===== src/hdl/pslt_pkg.sv =====
// Package: widths, payload structs, status codes and controller command encodings.
package pslt_pkg;

    localparam int DEPTH   = 64;
    localparam int IDX_W   = $clog2(DEPTH);
    localparam int CNT_W   = $clog2(DEPTH + 1);
    localparam int POS_W   = 7;
    localparam int CMP_W   = (CNT_W > POS_W) ? CNT_W : POS_W;
    localparam int ID_W    = 32;
    localparam int COLOR_W = 8;
    localparam int DIST_W  = 32;
    localparam int OP_W    = 3;
    localparam int ST_W    = 2;
    localparam int APB_DW  = 32;
    localparam int PADDR_W = 3;

    localparam logic [POS_W-1:0]     CAP_RESET    = POS_W'(64);
    localparam logic [PADDR_W-3:0]   REG_CAPACITY = '0;

    localparam logic [OP_W-1:0] OP_INSERT = 3'd0;
    localparam logic [OP_W-1:0] OP_SORTED = 3'd1;
    localparam logic [OP_W-1:0] OP_REMOVE = 3'd2;
    localparam logic [OP_W-1:0] OP_READ   = 3'd3;
    localparam logic [OP_W-1:0] OP_WRITE  = 3'd4;

    typedef enum logic [ST_W-1:0] {
        ST_OK     = 2'd0,
        ST_FULL   = 2'd1,
        ST_BADPOS = 2'd2
    } t_status;

    typedef struct packed {
        logic [OP_W-1:0]    opcode;
        logic [POS_W-1:0]   position;
        logic [ID_W-1:0]    entry_id;
        logic [COLOR_W-1:0] entry_color;
        logic [DIST_W-1:0]  entry_dist;
    } t_req;

    typedef struct packed {
        logic [ST_W-1:0]    status;
        logic [ID_W-1:0]    read_id;
        logic [COLOR_W-1:0] read_color;
        logic [DIST_W-1:0]  read_dist;
        logic [POS_W-1:0]   placed_at;
        logic [POS_W-1:0]   item_count;
    } t_res;

    typedef struct packed {
        logic [ID_W-1:0]    id;
        logic [COLOR_W-1:0] color;
        logic [DIST_W-1:0]  distance;
    } t_entry;

    // read address source
    typedef enum logic [1:0] {
        RA_PTR,
        RA_PTR_M1,
        RA_POS
    } t_ra;

    // write source and address
    typedef enum logic [2:0] {
        WR_NONE,
        WR_UP,
        WR_DN,
        WR_PLACE,
        WR_POS
    } t_wr;

    typedef enum logic [2:0] {
        PTR_HOLD,
        PTR_ZERO,
        PTR_COUNT,
        PTR_POS1,
        PTR_INC,
        PTR_DEC
    } t_ptr_op;

    typedef enum logic [1:0] {
        PL_HOLD,
        PL_POS,
        PL_TAG,
        PL_COUNT
    } t_pl_op;

    typedef enum logic [1:0] {
        CNT_HOLD,
        CNT_INC,
        CNT_DEC
    } t_cnt_op;

    typedef struct packed {
        logic    latch;
        logic    rd_en;
        t_ra     ra;
        t_wr     wr;
        t_ptr_op ptr;
        t_pl_op  place;
        t_cnt_op cnt;
        logic    st_load;
        t_status st_code;
        logic    emit;
    } t_cmd;

    typedef struct packed {
        logic [OP_W-1:0] op;
        logic            full;
        logic            ins_bad;
        logic            pos_bad;
        logic            more_fwd;
        logic            more_up;
        logic            pend;
        logic            hit;
        logic            tag_last;
    } t_stat;

endpackage


===== src/hdl/pslt_ctrl.sv =====
// Controller: sequences decode, search, shift and place steps for one item.
module pslt_ctrl import pslt_pkg::*; (
    input  logic  i_clk,
    input  logic  i_rst_n,
    input  logic  i_start,
    input  t_stat i_stat,
    output t_cmd  o_cmd,
    output logic  o_busy
);

    typedef enum logic [2:0] {
        S_IDLE,
        S_DECODE,
        S_SEARCH,
        S_SHUP,
        S_SHDN,
        S_PLACE,
        S_FINISH
    } t_state;

    t_state r_state, n_state;
    logic   r_busy, n_busy;
    t_cmd   cmd;

    always_comb begin
        n_state     = r_state;
        n_busy      = r_busy;
        cmd.latch   = 1'b0;
        cmd.rd_en   = 1'b0;
        cmd.ra      = RA_PTR;
        cmd.wr      = WR_NONE;
        cmd.ptr     = PTR_HOLD;
        cmd.place   = PL_HOLD;
        cmd.cnt     = CNT_HOLD;
        cmd.st_load = 1'b0;
        cmd.st_code = ST_OK;
        cmd.emit    = 1'b0;

        case (r_state)
            S_IDLE: begin
                if (i_start) begin
                    cmd.latch = 1'b1;
                    n_busy    = 1'b1;
                    n_state   = S_DECODE;
                end
            end

            S_DECODE: begin
                cmd.st_load = 1'b1;
                n_state     = S_FINISH;
                case (i_stat.op)
                    OP_INSERT: begin
                        if (i_stat.full) begin
                            cmd.st_code = ST_FULL;
                        end else if (i_stat.ins_bad) begin
                            cmd.st_code = ST_BADPOS;
                        end else begin
                            cmd.place = PL_POS;
                            cmd.ptr   = PTR_COUNT;
                            n_state   = S_SHUP;
                        end
                    end
                    OP_SORTED: begin
                        if (i_stat.full) begin
                            cmd.st_code = ST_FULL;
                        end else begin
                            cmd.ptr = PTR_ZERO;
                            n_state = S_SEARCH;
                        end
                    end
                    OP_REMOVE: begin
                        if (i_stat.pos_bad) begin
                            cmd.st_code = ST_BADPOS;
                        end else begin
                            cmd.ptr = PTR_POS1;
                            n_state = S_SHDN;
                        end
                    end
                    OP_READ: begin
                        if (i_stat.pos_bad) begin
                            cmd.st_code = ST_BADPOS;
                        end else begin
                            cmd.rd_en = 1'b1;
                            cmd.ra    = RA_POS;
                        end
                    end
                    OP_WRITE: begin
                        if (i_stat.pos_bad) begin
                            cmd.st_code = ST_BADPOS;
                        end else begin
                            cmd.wr = WR_POS;
                        end
                    end
                    default: cmd.st_code = ST_OK;
                endcase
            end

            // stream reads forward; compare each one when its registered read data arrives
            S_SEARCH: begin
                if (i_stat.pend && i_stat.hit) begin
                    cmd.place = PL_TAG;
                    cmd.ptr   = PTR_COUNT;
                    n_state   = S_SHUP;
                end else if ((i_stat.pend && i_stat.tag_last) ||
                             (!i_stat.pend && !i_stat.more_fwd)) begin
                    cmd.place = PL_COUNT;
                    n_state   = S_PLACE;
                end else if (i_stat.more_fwd) begin
                    cmd.rd_en = 1'b1;
                    cmd.ra    = RA_PTR;
                    cmd.ptr   = PTR_INC;
                end
            end

            // move entries up from the top down; the last read drains as we leave
            S_SHUP: begin
                cmd.wr = WR_UP;
                if (i_stat.more_up) begin
                    cmd.rd_en = 1'b1;
                    cmd.ra    = RA_PTR_M1;
                    cmd.ptr   = PTR_DEC;
                end else begin
                    n_state = S_PLACE;
                end
            end

            S_SHDN: begin
                cmd.wr = WR_DN;
                if (i_stat.more_fwd) begin
                    cmd.rd_en = 1'b1;
                    cmd.ra    = RA_PTR;
                    cmd.ptr   = PTR_INC;
                end else begin
                    cmd.cnt = CNT_DEC;
                    n_state = S_FINISH;
                end
            end

            S_PLACE: begin
                cmd.wr  = WR_PLACE;
                cmd.cnt = CNT_INC;
                n_state = S_FINISH;
            end

            S_FINISH: begin
                cmd.emit = 1'b1;
                n_busy   = 1'b0;
                n_state  = S_IDLE;
            end

            default: begin
                n_busy  = 1'b0;
                n_state = S_IDLE;
            end
        endcase
    end

    always_ff @(posedge i_clk) begin
        if (!i_rst_n) begin
            r_state <= S_IDLE;
            r_busy  <= 1'b0;
        end else begin
            r_state <= n_state;
            r_busy  <= n_busy;
        end
    end

    assign o_cmd  = cmd;
    assign o_busy = r_busy;

endmodule

===== config.mk =====
export PLATFORM = sky130hd
export DESIGN_NAME = pslt_ctrl
export DESIGN_NICKNAME = d
export VERILOG_FILES = /design/src/hdl/pslt_pkg.sv /design/src/hdl/pslt_ctrl.sv
export SDC_FILE = /design/constraint.sdc
export NUM_CORES = 1
export LEC_CHECK = 0
export BUFFER_PORTS_ARGS = -buffer_cell sky130_fd_sc_hd__buf_2
export CORE_MARGIN = 4
export CORE_UTILIZATION = 24
export DETAILED_ROUTE_END_ITERATION = 10
export PLACE_DENSITY_LB_ADDON = 0.2
export SKIP_CTS_REPAIR_TIMING = 1
export SLEW_MARGIN = 20
export SYNTH_ARGS = -nofsm -noshare
export SYNTH_HDL_FRONTEND = slang
export SYNTH_SLANG_ARGS = --single-unit

===== constraint.sdc =====
create_clock -name i_clk -period 2.9 [get_ports i_clk]
set_input_delay 0.145 -clock i_clk [delete_from_list [all_inputs] [get_ports i_clk]]
set_output_delay 0.145 -clock i_clk [all_outputs]
set_load 0.05 [all_outputs]

==> run summary <==
# rows - 16
Syn Area/Cell - 7.07 sq um
DR pass1 iterations - 4
Crit Path Class - reg2out
most area-consuming cells after synthesis - dfxtp_1 15%, nor2_1 6.9%, o21a_1 5.5%, a2111oi_4 5.1%, nand2_1 4.1%
first-pass GRT wire length - 2.78 mm
largest net degree at the start of global routing - 17
area leader, netlist - dfxtp_1
post-detail-place hpwl - 1.37 mm
Syn Nets - 91
routed len/inst - 12.5 microns
PortBufs - 32
Clock transition at path regs - 0.04 ns
setup TNS - 0 ns
critical-path cell list - or3b_1, or2_1, nor3_2, o21bai_1, buf_2
clock buffer count from CTS - 3
starting density of the core - 0.264
sequential share of power - 0.205
Final Setup Violations - 0
EDFF count, synth - 0
cell-internal power - 289 uW
routed wl met3 - 175 microns
max-cap violations - 0
Multi-input gate area - 429 sq um
Setup crit end kind - output port
P&R area growth vs syn - 37.5%
worst skew pair latency - 0.23 ns
# DRC - 0
remaining antenna violation count - 0
Max FO, Critical Path - 15
pre-CTS setup slack - 0.803 ns
vias per cell - 5.15
post-route setup slack - 0.566 ns
Crit path required time - 2.76 ns
layout filler cell count - 233
Max Root-Sink Buffers - 2
clock group share of total power - 0.095
placed instance area - 726 sq um
Synth top area share - 0.147
CTS HTree Levels - 1
status - completed
Final Instance Area - 748 sq um
Post-Route WL - 1.70 mm
Seq/Total Area, Yosys - 0.147
slew margin rel. - 0.698
Cells after Synth - 77
worst hold path class - in2reg
grt ovf - 0
ys flop type - dfxtp_1
number of global-route vias before repair - 630
Top Layer Used - met4
DR WL met2 - 772 microns
ANT cells - 0
Max stage delay on crit path - 0.57 ns
Mapped Area - 544 sq um
CTS Root Cell - clkbuf_4
Slew Limit Fails - 0
# IOs - 33
Worst Tran Pin Value - 0.452 ns
die height - 55.6 microns
combinational power share - 0.699
GP Congestion - 0.855
min Tclk post-route - 2.33 ns
CP top delay family - simple AND/OR/NAND/NOR gates
Layout Skew - 0.000234 ns
DRT iter0 DRCs - 20
switching pwr - 421 uW
DIE WIDTH - 55.6 microns
Final Hold Fails - 0
total core area - 0.00206 sq mm
Fmax achieved - 428 MHz
Lkg Pwr - 0.000371 uW
Final nets - 125
TritonCTS clock tree - done
Seq cells post-synth - 4
Peak supply drop - 0.000274 V
layout cell share with drive strength beyond 1 - 0.376
via count - 700
crit path buf inv count - 1
switching share of power - 0.593
startpoint types - register
Sink Count - 4
DIE AREA - 0.00309 sq mm
pwr/cell area - 949 mW/mm^2
fin crit share - 0.805
Global Route Usage Sum - 0.108
M1 WL - 725 microns
yosys warns - 0
initial antenna violation count - 0
Core Util, Final - 0.363
area occupied by registers - 80.1 sq um
RSZ-0062 raised after global routing - false
Slowest cell on crit path - dfxtp_1
ys async rst share - 0
Critical Path AT - 2.19 ns
Yosys cell types - 40
## layer usage
metal	up-vias	global-route usage
met5	-	0
met3	2	0.0534
met1	307	0.131
met2	32	0.169
met4	0	0.0313
li1	359	-
## synth_stat cells (all sizes together) (2+ instances only)
cell type / instances
nor3b: 3
and2: 2
a22oi: 2
dfxtp: 4
a21oi: 3
or3b: 2
inv: 6
a221o: 2
o21a: 4
nand2: 6
nor4: 2
nor2: 11
clkbuf: 2
o21ai: 5
nor3: 3
## state kept, by name (all words and copies together), names as in the netlist
name and flops:
o_busy 1, r_state 3
## final cells by class
type                            count  share of cell area
Multi-Input combinational cell     64               0.574
Tap cell                           27              0.0452
Clock buffer                        3              0.0301
Inverter                            6              0.0301
Timing Repair Buffer               32               0.214
Sequential cell                     4               0.107
## placed cells by master, fill, tap and decap left out, types with 2 or more instances in the layout
| cell | Yosys | routed |
|---|---|---|
| buf_2 | 1 | 32 |
| nor2_1 | 10 | 10 |
| nand2_1 | 6 | 6 |
| inv_1 | 5 | 5 |
| o21a_1 | 4 | 4 |
| o21ai_1 | 4 | 4 |
| dfxtp_1 | 4 | 4 |
| a21oi_1 | 3 | 3 |
| nor3b_1 | 3 | 3 |
| clkbuf_4 | 0 | 3 |
| and2_1 | 2 | 2 |
| nor4_1 | 2 | 2 |
| a22oi_1 | 2 | 2 |
| a221o_1 | 2 | 2 |
| nor3_1 | 2 | 2 |
## logic make-up (layout without fill, tap and decap cells)
group | after synthesis | count (layout) | synth area share
DFF | 4 | 4 | 0.147
muxes | 1 | 1 | 0.0207
and+or+nand+nor | 39 | 39 | 0.418
AOI/OAI and AO/OA | 24 | 24 | 0.349
buffers and inverters | 9 | 41 | 0.0644
## power by group through the flow
stage / Combinational (uW) / Clock [uW] / Sequential, uW
2_1_floorplan: 425 / 0 / 114
3_3_place_gp: 500 / 0 / 147
3_5_place_dp: 500 / 0 / 146
4_1_cts: 502 / 71.1 / 146
5_1_grt: 534 / 75.8 / 158
6_report: 497 / 67.7 / 146
## through the flow
stage / total power [uW] / hold WS, ns / std cells
5_1_grt: 768 / 0.183 / 136
4_1_cts: 718 / 0.169 / 136
3_5_place_dp: 646 / 0.404 / 133
6_report: 710 / 0.178 / 136
2_1_floorplan: 539 / 0.261 / 77
3_3_place_gp: 648 / 0.409 / 133
## path summary, 6_finish.rpt
check | from | end | slack [ns] | depth (start not counted)
worst max-delay path | r_state[0] | o_cmd[16] | 0.57 | 5
worst min-delay path | i_rst_n | r_state[0] | 0.18 | 2
worst max register to register | r_state[1] | r_state[0] | 1.09 | 4
worst min register to register | o_busy | o_busy | 0.49 | 2
Note: power is estimated with default switching activity, not from simulation.
